===== config.mk =====
export PLATFORM = sky130hd
export DESIGN_NAME = particle_step_integrator
export DESIGN_NICKNAME = d
export VERILOG_FILES = /design/src/pse_pkg.sv /design/src/pse_cfg_regs.sv /design/src/pse_advance.sv /design/src/pse_core.sv /design/src/particle_step_integrator.sv
export SDC_FILE = /design/constraint.sdc
export NUM_CORES = 2
export LEC_CHECK = 0
export ABC_AREA = 1
export BUFFER_PORTS_ARGS = -buffer_cell sky130_fd_sc_hd__buf_4
export CORE_ASPECT_RATIO = 0.8
export CORE_MARGIN = 2
export CORE_UTILIZATION = 30
export DETAILED_ROUTE_END_ITERATION = 16
export GPL_TIMING_DRIVEN = 0
export PLACE_DENSITY = 0.5
export SLEW_MARGIN = 10
export SYNTH_ARGS = -nofsm -noshare
export SYNTH_HDL_FRONTEND = slang
export SYNTH_HIERARCHICAL = 1
export SYNTH_SLANG_ARGS = --single-unit

===== constraint.sdc =====
create_clock -name i_clk -period 23.6 [get_ports i_clk]
set_input_delay 3.54 -clock i_clk [delete_from_list [all_inputs] [get_ports i_clk]]
set_output_delay 3.54 -clock i_clk [all_outputs]
set_load 0.01 [all_outputs]

===== src/pse_pkg.sv =====
// pse_pkg: shared types, widths and reset values for the particle step integrator.
// Used by every module under src; depends on nothing.
package pse_pkg;

    localparam int MAX_PARTICLES_DEF = 4096;

    localparam int POS_W  = 24;  // signed Q15.8
    localparam int TIME_W = 24;  // signed Q7.16
    localparam int STEP_W = 17;  // unsigned Q1.16
    localparam int DIM_W  = 23;  // unsigned Q15.8

    localparam int CFG_IDX_W  = 3;
    localparam int CFG_DATA_W = 24;

    typedef enum logic [CFG_IDX_W-1:0] {
        CFG_TIME_STEP   = 3'd0,
        CFG_CULL_LEFT   = 3'd1,
        CFG_CULL_TOP    = 3'd2,
        CFG_CULL_WIDTH  = 3'd3,
        CFG_CULL_HEIGHT = 3'd4,
        CFG_CULL_MARGIN = 3'd5
    } t_cfg_idx;

    localparam logic [STEP_W-1:0] TIME_STEP_RST = 17'd1092;

    typedef struct packed {
        logic        [STEP_W-1:0] time_step;
        logic signed [POS_W-1:0]  cull_left;
        logic signed [POS_W-1:0]  cull_top;
        logic        [DIM_W-1:0]  cull_width;
        logic        [DIM_W-1:0]  cull_height;
        logic        [DIM_W-1:0]  cull_margin;
    } t_cfg;

    typedef struct packed {
        logic signed [POS_W-1:0]  pos_x;
        logic signed [POS_W-1:0]  pos_y;
        logic signed [POS_W-1:0]  vel_x;
        logic signed [POS_W-1:0]  vel_y;
        logic signed [TIME_W-1:0] life_rem;
        logic signed [TIME_W-1:0] spawn_phase;
        logic signed [TIME_W-1:0] user_timer;
    } t_particle;

    typedef struct packed {
        logic signed [POS_W-1:0]  new_pos_x;
        logic signed [POS_W-1:0]  new_pos_y;
        logic signed [TIME_W-1:0] new_life;
        logic signed [TIME_W-1:0] new_phase;
        logic signed [TIME_W-1:0] new_timer;
        logic                     dead;
    } t_update;

endpackage


===== src/pse_cfg_regs.sv =====
// pse_cfg_regs: configuration register file, written one beat at a time.
// Depends on pse_pkg.
module pse_cfg_regs (
    input  logic                              i_clk,
    input  logic                              i_rst_n,
    input  logic                              i_cfg_valid,
    input  logic [pse_pkg::CFG_IDX_W-1:0]     i_cfg_index,
    input  logic [pse_pkg::CFG_DATA_W-1:0]    i_cfg_data,
    output pse_pkg::t_cfg                     o_cfg
);

    pse_pkg::t_cfg r_cfg;

    always_ff @(posedge i_clk) begin
        if (!i_rst_n) begin
            r_cfg.time_step   <= pse_pkg::TIME_STEP_RST;
            r_cfg.cull_left   <= '0;
            r_cfg.cull_top    <= '0;
            r_cfg.cull_width  <= '0;
            r_cfg.cull_height <= '0;
            r_cfg.cull_margin <= '0;
        end else if (i_cfg_valid) begin
            unique case (i_cfg_index)
                pse_pkg::CFG_TIME_STEP:   r_cfg.time_step   <= i_cfg_data[pse_pkg::STEP_W-1:0];
                pse_pkg::CFG_CULL_LEFT:   r_cfg.cull_left   <= i_cfg_data[pse_pkg::POS_W-1:0];
                pse_pkg::CFG_CULL_TOP:    r_cfg.cull_top    <= i_cfg_data[pse_pkg::POS_W-1:0];
                pse_pkg::CFG_CULL_WIDTH:  r_cfg.cull_width  <= i_cfg_data[pse_pkg::DIM_W-1:0];
                pse_pkg::CFG_CULL_HEIGHT: r_cfg.cull_height <= i_cfg_data[pse_pkg::DIM_W-1:0];
                pse_pkg::CFG_CULL_MARGIN: r_cfg.cull_margin <= i_cfg_data[pse_pkg::DIM_W-1:0];
                default: ;  // unmapped index: write dropped
            endcase
        end
    end

    assign o_cfg = r_cfg;

endmodule


===== src/pse_advance.sv =====
// pse_advance: one axis of pos + vel * step, rounded to nearest and saturated.
// Depends on pse_pkg.
module pse_advance (
    input  logic signed [pse_pkg::POS_W-1:0]  i_pos,
    input  logic signed [pse_pkg::POS_W-1:0]  i_vel,
    input  logic        [pse_pkg::STEP_W-1:0] i_dt,
    output logic signed [pse_pkg::POS_W-1:0]  o_pos
);

    localparam int PROD_W = pse_pkg::POS_W + pse_pkg::STEP_W + 1;
    localparam int DISP_W = PROD_W - 16;
    localparam int SUM_W  = DISP_W + 1;

    logic signed [pse_pkg::STEP_W:0] dt_s;
    logic signed [PROD_W-1:0]        prod;
    logic signed [PROD_W-1:0]        rnd;
    logic signed [DISP_W-1:0]        disp;
    logic signed [SUM_W-1:0]         sum;

    always_comb begin
        dt_s = {1'b0, i_dt};
        prod = i_vel * dt_s;
        // Q.24 -> Q.8, half rounds up
        rnd  = prod + PROD_W'(32768);
        disp = rnd[PROD_W-1:16];
        sum  = {{(SUM_W-pse_pkg::POS_W){i_pos[pse_pkg::POS_W-1]}}, i_pos}
             + {disp[DISP_W-1], disp};
        if (!sum[SUM_W-1] && (sum[SUM_W-2:pse_pkg::POS_W-1] != '0)) begin
            o_pos = {1'b0, {(pse_pkg::POS_W-1){1'b1}}};
        end else if (sum[SUM_W-1] && (sum[SUM_W-2:pse_pkg::POS_W-1] != '1)) begin
            o_pos = {1'b1, {(pse_pkg::POS_W-1){1'b0}}};
        end else begin
            o_pos = sum[pse_pkg::POS_W-1:0];
        end
    end

endmodule


===== src/pse_core.sv =====
// pse_core: single-pass update of one particle record (life, phase, motion, cull).
// Depends on pse_pkg and pse_advance.
module pse_core (
    input  pse_pkg::t_cfg      i_cfg,
    input  pse_pkg::t_particle i_p,
    output pse_pkg::t_update   o_u
);

    localparam int TW = pse_pkg::TIME_W;
    localparam int PW = pse_pkg::POS_W;
    localparam int EW = PW + 2;  // room for grown cull edges

    logic signed [TW:0]   dt_s;
    logic signed [TW:0]   life_sub;
    logic signed [TW:0]   phase_sub;
    logic signed [TW:0]   timer_sub;
    logic                 life_nonneg;
    logic                 life_expired;
    logic                 phase_pos;
    logic                 frozen;
    logic                 moving;
    logic                 cull_on;
    logic                 outside;
    logic signed [PW-1:0] adv_x;
    logic signed [PW-1:0] adv_y;
    logic signed [EW-1:0] px_e;
    logic signed [EW-1:0] py_e;
    logic signed [EW-1:0] x0;
    logic signed [EW-1:0] x1;
    logic signed [EW-1:0] y0;
    logic signed [EW-1:0] y1;

    pse_advance u_adv_x (
        .i_pos (i_p.pos_x),
        .i_vel (i_p.vel_x),
        .i_dt  (i_cfg.time_step),
        .o_pos (adv_x)
    );

    pse_advance u_adv_y (
        .i_pos (i_p.pos_y),
        .i_vel (i_p.vel_y),
        .i_dt  (i_cfg.time_step),
        .o_pos (adv_y)
    );

    always_comb begin
        dt_s      = {{(TW+1-pse_pkg::STEP_W){1'b0}}, i_cfg.time_step};
        life_sub  = {i_p.life_rem[TW-1], i_p.life_rem} - dt_s;
        phase_sub = {i_p.spawn_phase[TW-1], i_p.spawn_phase} - dt_s;
        timer_sub = {i_p.user_timer[TW-1], i_p.user_timer} - dt_s;

        life_nonneg  = !i_p.life_rem[TW-1];
        life_expired = life_nonneg && (life_sub[TW] || (life_sub == '0));
        phase_pos    = !i_p.spawn_phase[TW-1] && (i_p.spawn_phase != '0);
        frozen       = !life_expired && phase_pos && !phase_sub[TW] && (phase_sub != '0);
        moving       = !life_expired && !frozen;

        // grown rectangle, full width, edges inclusive
        px_e = {{(EW-PW){adv_x[PW-1]}}, adv_x};
        py_e = {{(EW-PW){adv_y[PW-1]}}, adv_y};
        x0   = {{(EW-PW){i_cfg.cull_left[PW-1]}}, i_cfg.cull_left}
             - {3'b000, i_cfg.cull_margin};
        y0   = {{(EW-PW){i_cfg.cull_top[PW-1]}}, i_cfg.cull_top}
             - {3'b000, i_cfg.cull_margin};
        x1   = {{(EW-PW){i_cfg.cull_left[PW-1]}}, i_cfg.cull_left}
             + {3'b000, i_cfg.cull_width} + {3'b000, i_cfg.cull_margin};
        y1   = {{(EW-PW){i_cfg.cull_top[PW-1]}}, i_cfg.cull_top}
             + {3'b000, i_cfg.cull_height} + {3'b000, i_cfg.cull_margin};
        cull_on = (i_cfg.cull_width != '0) && (i_cfg.cull_height != '0);
        outside = (px_e < x0) || (px_e > x1) || (py_e < y0) || (py_e > y1);

        o_u.new_life = life_nonneg ? life_sub[TW-1:0] : i_p.life_rem;

        if (!life_expired && phase_pos) begin
            o_u.new_phase = frozen ? phase_sub[TW-1:0] : '0;
        end else begin
            o_u.new_phase = i_p.spawn_phase;
        end

        o_u.new_pos_x = moving ? adv_x : i_p.pos_x;
        o_u.new_pos_y = moving ? adv_y : i_p.pos_y;

        if (moving && !i_p.user_timer[TW-1] && (i_p.user_timer != '0)) begin
            o_u.new_timer = timer_sub[TW-1:0];
        end else begin
            o_u.new_timer = i_p.user_timer;
        end

        o_u.dead = life_expired || (moving && cull_on && outside);
    end

endmodule


===== src/particle_step_integrator.sv =====
// particle_step_integrator: top level; input register, update logic, result register.
// Depends on pse_pkg, pse_cfg_regs and pse_core.
//
// Usage:
//   Input channel: one particle record per beat on i_valid / o_stall. A beat
//   is taken at a rising edge with i_valid high and o_stall low.
//   Output channel: one updated record per input beat on o_valid / i_stall,
//   in arrival order; slot and the last flag are carried through untouched.
//   Config channel: i_cfg_valid / o_cfg_ready (always ready), i_cfg_index
//   selects the register, i_cfg_data carries the value. Write only while the
//   pipe is empty; unmapped indices are dropped.
//   A taken beat is offered on the output once it reaches the result register.
//   Throughput: one particle per cycle while i_stall is low; the whole update
//   (two 24x17 multiplies, rounding, saturation and cull compares) sits
//   between the input register and the result register.
//   Reset (synchronous, active low): both stages empty, config back to a
//   step of 1092 and culling off.
//   Stall: a held result keeps the output register; the input register
//   still takes a beat while it is empty, so o_stall only rises once both
//   stages are full and i_stall is high.
module particle_step_integrator #(
    parameter int MAX_PARTICLES = pse_pkg::MAX_PARTICLES_DEF,
    localparam int SLOT_W       = $clog2(MAX_PARTICLES)
) (
    input  logic                                 i_clk,
    input  logic                                 i_rst_n,
    // config
    input  logic                                 i_cfg_valid,
    output logic                                 o_cfg_ready,
    input  logic [pse_pkg::CFG_IDX_W-1:0]        i_cfg_index,
    input  logic [pse_pkg::CFG_DATA_W-1:0]       i_cfg_data,
    // input channel
    input  logic                                 i_valid,
    output logic                                 o_stall,
    input  logic [SLOT_W-1:0]                    i_slot,
    input  logic signed [pse_pkg::POS_W-1:0]     i_pos_x,
    input  logic signed [pse_pkg::POS_W-1:0]     i_pos_y,
    input  logic signed [pse_pkg::POS_W-1:0]     i_vel_x,
    input  logic signed [pse_pkg::POS_W-1:0]     i_vel_y,
    input  logic signed [pse_pkg::TIME_W-1:0]    i_life_rem,
    input  logic signed [pse_pkg::TIME_W-1:0]    i_spawn_phase,
    input  logic signed [pse_pkg::TIME_W-1:0]    i_user_timer,
    input  logic                                 i_last_in,
    // output channel
    output logic                                 o_valid,
    input  logic                                 i_stall,
    output logic [SLOT_W-1:0]                    o_slot_out,
    output logic signed [pse_pkg::POS_W-1:0]     o_new_pos_x,
    output logic signed [pse_pkg::POS_W-1:0]     o_new_pos_y,
    output logic signed [pse_pkg::TIME_W-1:0]    o_new_life,
    output logic signed [pse_pkg::TIME_W-1:0]    o_new_phase,
    output logic signed [pse_pkg::TIME_W-1:0]    o_new_timer,
    output logic                                 o_dead,
    output logic                                 o_last_out
);

    pse_pkg::t_cfg      cfg;
    pse_pkg::t_particle in_rec;
    pse_pkg::t_update   upd;

    // input stage
    logic               r_in_valid;
    pse_pkg::t_particle r_in_rec;
    logic [SLOT_W-1:0]  r_in_slot;
    logic               r_in_last;

    // result stage
    logic               r_out_valid;
    pse_pkg::t_update   r_out_upd;
    logic [SLOT_W-1:0]  r_out_slot;
    logic               r_out_last;

    logic               out_en;
    logic               in_en;

    assign o_cfg_ready = 1'b1;

    pse_cfg_regs u_cfg (
        .i_clk       (i_clk),
        .i_rst_n     (i_rst_n),
        .i_cfg_valid (i_cfg_valid),
        .i_cfg_index (i_cfg_index),
        .i_cfg_data  (i_cfg_data),
        .o_cfg       (cfg)
    );

    always_comb begin
        in_rec.pos_x       = i_pos_x;
        in_rec.pos_y       = i_pos_y;
        in_rec.vel_x       = i_vel_x;
        in_rec.vel_y       = i_vel_y;
        in_rec.life_rem    = i_life_rem;
        in_rec.spawn_phase = i_spawn_phase;
        in_rec.user_timer  = i_user_timer;
    end

    // each stage moves when the one after it has room
    assign out_en  = !r_out_valid || !i_stall;
    assign in_en   = !r_in_valid || out_en;
    assign o_stall = !in_en;

    always_ff @(posedge i_clk) begin
        if (!i_rst_n) begin
            r_in_valid <= 1'b0;
        end else if (in_en) begin
            r_in_valid <= i_valid;
        end
    end

    always_ff @(posedge i_clk) begin
        if (in_en && i_valid) begin
            r_in_rec  <= in_rec;
            r_in_slot <= i_slot;
            r_in_last <= i_last_in;
        end
    end

    pse_core u_core (
        .i_cfg (cfg),
        .i_p   (r_in_rec),
        .o_u   (upd)
    );

    always_ff @(posedge i_clk) begin
        if (!i_rst_n) begin
            r_out_valid <= 1'b0;
        end else if (out_en) begin
            r_out_valid <= r_in_valid;
        end
    end

    always_ff @(posedge i_clk) begin
        if (out_en && r_in_valid) begin
            r_out_upd  <= upd;
            r_out_slot <= r_in_slot;
            r_out_last <= r_in_last;
        end
    end

    assign o_valid     = r_out_valid;
    assign o_slot_out  = r_out_slot;
    assign o_new_pos_x = r_out_upd.new_pos_x;
    assign o_new_pos_y = r_out_upd.new_pos_y;
    assign o_new_life  = r_out_upd.new_life;
    assign o_new_phase = r_out_upd.new_phase;
    assign o_new_timer = r_out_upd.new_timer;
    assign o_dead      = r_out_upd.dead;
    assign o_last_out  = r_out_last;

endmodule


## Word-level counts from Yosys, hierarchy flattened

Cells that the tools add are included.

- Register bits after elaboration: 451
- Input port bits: 213
- Output and inout port bits: 137

- $add $sub $neg: 13
- $mul: 2
- Order comparisons: 4
- Equal/unequal tests: 7
- Muxes and demuxes: 10
- Reductions and logical operators: 51

Operators with widths:

| operator | number |
|---|---|
| $mux W24 | 9 |
| $add A42 B17 Y42 const B | 2 |
| $mul A24 B18 Y42 | 2 |
| $add A24 B26 Y27 | 2 |
| $add A26 B23 Y26 | 2 |
| $gt A24 B26 Y1 | 2 |
| $add A24 B24 Y25 | 2 |
| $lt A24 B25 Y1 | 2 |
| $sub A24 B18 Y25 | 2 |
| $sub A24 B24 Y25 | 2 |
| $reduce_bool A24 Y1 | 2 |
| $reduce_bool A23 Y1 | 2 |
| $logic_not A25 Y1 | 1 |
| $reduce_bool A25 Y1 | 1 |
| $sub A24 B18 Y24 | 1 |
| $mux W23 | 1 |
| $logic_and A1 B1 Y1 | 17 |
| $logic_not A1 Y1 | 12 |
| $reduce_and A2 Y1 | 6 |
| $logic_or A1 B1 Y1 | 7 |
| $eq A3 B2 Y1 const B | 2 |
| $eq A3 B3 Y1 const B | 2 |
| $ne A3 B3 Y1 const B | 2 |
| $reduce_bool A3 Y1 | 2 |
| 2 further kinds | 2 |

## Logic depth before layout (Yosys ltp)

- Depth after elaboration: 13
- Depth in mapped cells: 57
- Depth with buffers taken out: 55

## Cells and area by module

The synthesis kept the hierarchy.

Modules (own cells, without submodules):

| module | instances | cells each | area an instance (um2) | sequential area each (um2) |
|---|---|---|---|---|
| pse_advance at u_core.u_adv_y | 1 | 2500 | 18011.0 | 0.0 |
| pse_advance at u_core.u_adv_x | 1 | 2480 | 17859.6 | 0.0 |
| pse_core | 1 | 2244 | 13332.8 | 0.0 |
| particle_step_integrator | 1 | 330 | 9565.4 | 9499.1 |
| pse_cfg_regs | 1 | 766 | 5317.6 | 2682.6 |

## Least setup slack after synthesis

OpenSTA, ideal clock, no wires.

- Path type: input-to-reg
- From: input port i_stall
- To: register r_out_upd, in the netlist o_dead, enable pin
- Setup time: 671 ps
- Data arrival time: 10009 ps
- Data required time: 22929 ps
- Setup slack: 12920 ps
- Stages: 1
- Buffers on the path: 0
- Path through: a21oi_1

- Cells in the longest elaborated chain, start to end: 3

RTL lines:

| item | line | source |
|---|---|---|
| start, declared | particle_step_integrator.sv:46 | `input logic i_stall,` |
| $logic_not A1 Y1 | particle_step_integrator.sv:98 | `assign out_en = !r_out_valid \|\| !i_stall;` |
| $logic_or A1 B1 Y1 | particle_step_integrator.sv:98 |  |
| $logic_and A1 B1 Y1 | particle_step_integrator.sv:133 | `if (out_en && r_in_valid) begin` |
| end signal, assigned | particle_step_integrator.sv:134 | `r_out_upd <= upd;` |
| end, declared | particle_step_integrator.sv:69 | `pse_pkg::t_update r_out_upd;` |

Every way passes these cells.
A chain may end at the register's enable or synchronous reset.

==> flow_summary.ini <==
[min_path]
hp-class = reg2reg
hold_path_startpoint = r_in_slot[3]$_DFFE_PP_

[synth]
synthArstFlopShare_pct = 0
syn_area_per_cell_um2 = 7.70
synth-seq-cells = 451
synth_edf_count = 315
synth_area_leaders = fa_1 27%, edfxtp_1 15%, nand2_1 13%, inv_1 11%, ha_1 11%
ys_types = 62
yosys_warnings = 6
ys_seq_area_share_pct = 19.0
synth-main-ff-cell = edfxtp_1
yosys-top-cells-count = 2,238 x nand2_1, 1,941 x inv_1, 855 x fa_1
synth_top_area_cell = fa_1
synth_most_common_cell = nand2_1
synth.top_cell.area_share_pct = 26.7
synthCells = 8320
synth_nets = 9942
synth_area_um2 = 64100

[placed_design]
io_buffers = 348
hpwlAfterDp_um = 198000
finalWeightedCongestion = 0.932
pre_cts_ws_ns = 11.22
dp_cells = 11509

[clock_tree]
cts-buffers-inserted = 54
clk_root_buffer_cell = clkbuf_16
h-tree-depth = 2
clk_pin_slew_ns = 0.08
cts_tree = built
clock_latency_ns = 0.75
cts_hold_buf = 0
postCtsResizedCells = 0
numClockSinks = 451
post_cts_buffers = 0
clk_path_buf_depth = 3

[route]
drt-pass1-iter-count = 6
drc_errors = 0
drtIter0Drc = 4947
antenna_left = 0
avgRoutedWirePerCell_um = 20.2
via_count = 54860
viasPerCell = 4.72
wirelength_um = 235000

[die]
row_count = 151
dieArea_um2 = 217000
die_w_um = 521
start_util_pct = 30.2
die_h_um = 417
pin_count = 350
coreArea_um2 = 212000

[sta]
skew_ns = 0.0555
fin_setup_tns_ns = 0
rsz0062_at_grt = false
hold_viol = 0
finalSetupViolCount = 0
fin_crit_ns = 12.52
worstMarginPinSlew_ns = 1.35
maxSlewViolCount = 0
fmax_ghz = 0.0799
post-route-period-util_pct = 53.0
setup_slack_ns = 11.08
relSlewSlack_pct = 9.94

[grt]
gr-usage-all-layers_pct = 21.5
grt_max_degree = 100
overflow = 0
antenna_found_initial = 8
grt_first_pass_wirelength_um = 352000
grt_pass1_vias = 55252

[worst_setup_path]
crit_top_cell = nand2_1
slowest_stage = dfxtp_1
rr_startpoint = u_cfg/o_cfg[121]$_SDFFE_PN0P_
worstPathArrival_ns = 12.96
cp-startpoint = u_cfg/o_cfg[121]$_SDFFE_PN0P_
cp-end-kind = flip-flop
cp-start-kind = flip-flop
cp.required_ns = 24.05
path_max_fanout = 14
rrSetupSlack_ns = 11.08
cpPeakStageDelay_ns = 1.17
worst-setup-path-type = reg2reg

[job]
drv_cap = 0

[cells_and_area]
final_cells = 11613
area_growth_pct = 13.0
fin_nets = 10357
drive_gt1_share_pct = 7.07

[run_status]
status = finished, final reports clean
sequential cells by signal, indices dropped and copies added (netlist names), 12 cells and up:
name and count:
o_new_life 24, o_new_timer 24, u_cfg/o_cfg 134, o_new_pos_x 24
o_slot_out 12, o_new_phase 24, r_in_slot 12, r_in_rec 168
o_new_pos_y 24
final cells by class:
cell class / instances / area, um^2
Inverter: 1948 / 7320
Buffer: 251 / 1170
Timing Repair Buffer: 359 / 2860
Clock buffer: 63 / 1440
Clock inverter: 36 / 430
Tap cell: 2830 / 3540
Sequential cell: 451 / 12200
Multi-Input combinational cell: 5670 / 43400
Fill cell: 22673 / 140000
Antenna cell: 5 / 12.5
critical path, delay by kind of cell (launching register included):
kind	cells	cell delay, ns
XOR/XNOR	1	0.31
buffers and inverters	8	1.56
adder cells (fa/ha/maj)	9	4.46
flip-flops	1	1.17
AO/OA/AOI/OAI	6	1.09
AND/OR/NAND/NOR	22	3.58
per-layer routing:
metal / track usage [%] / wire length (um) / part of all wire [%]
met5: 0 / 0 / 0
met4: 5.05 / 5460 / 2.3
met3: 2.76 / 15700 / 6.7
met2: 33.5 / 104000 / 44
met1: 31.5 / 110000 / 47
stage by stage:
| stage | util, % | hold slack, ns | area, um^2 |
|---|---|---|---|
| after floorplan | - | 0.400 | 64100 |
| after global placement | 33.1 | 0.400 | 70200 |
| after detailed placement | 33.3 | 0.405 | 70500 |
| after CTS | 34.1 | 0.419 | 72400 |
| after global routing | 34.1 | 0.436 | 72400 |
| final | 34.1 | 0.418 | 72400 |
final timing paths:
| path | endpoint | cells past startpoint |
|---|---|---|
| setup / recovery | o_dead$_DFFE_PP_ | 46 |
| hold / removal | o_slot_out[3]$_DFFE_PP_ | 0 |
| setup reg to reg | o_dead$_DFFE_PP_ | 46 |
| hold reg to reg | o_slot_out[3]$_DFFE_PP_ | 0 |
cell usage in the layout (no fill, tap or decap), drive strengths merged, types with 161 or more instances in the layout:
cell type and count:
a21oi 322, buf 432, clkbuf 241, edfxtp 315
fa 855, ha 554, inv 1955, nand2 2277
nand3 338, nor2 608, o21ai 161
cells by family after synthesis:
| family | synth area share [%] |
|---|---|
| flops | 19.0 |
| fa+ha+maj | 37.5 |
| other cells | 0.00585 |
| compound gates | 5.79 |
| buf+inv | 13.2 |
| simple gates | 21.6 |
| xor+xnor | 2.80 |
Power is not shown: default switching activity piles up to over one toggle a cycle in this logic, so the estimate is an artifact.
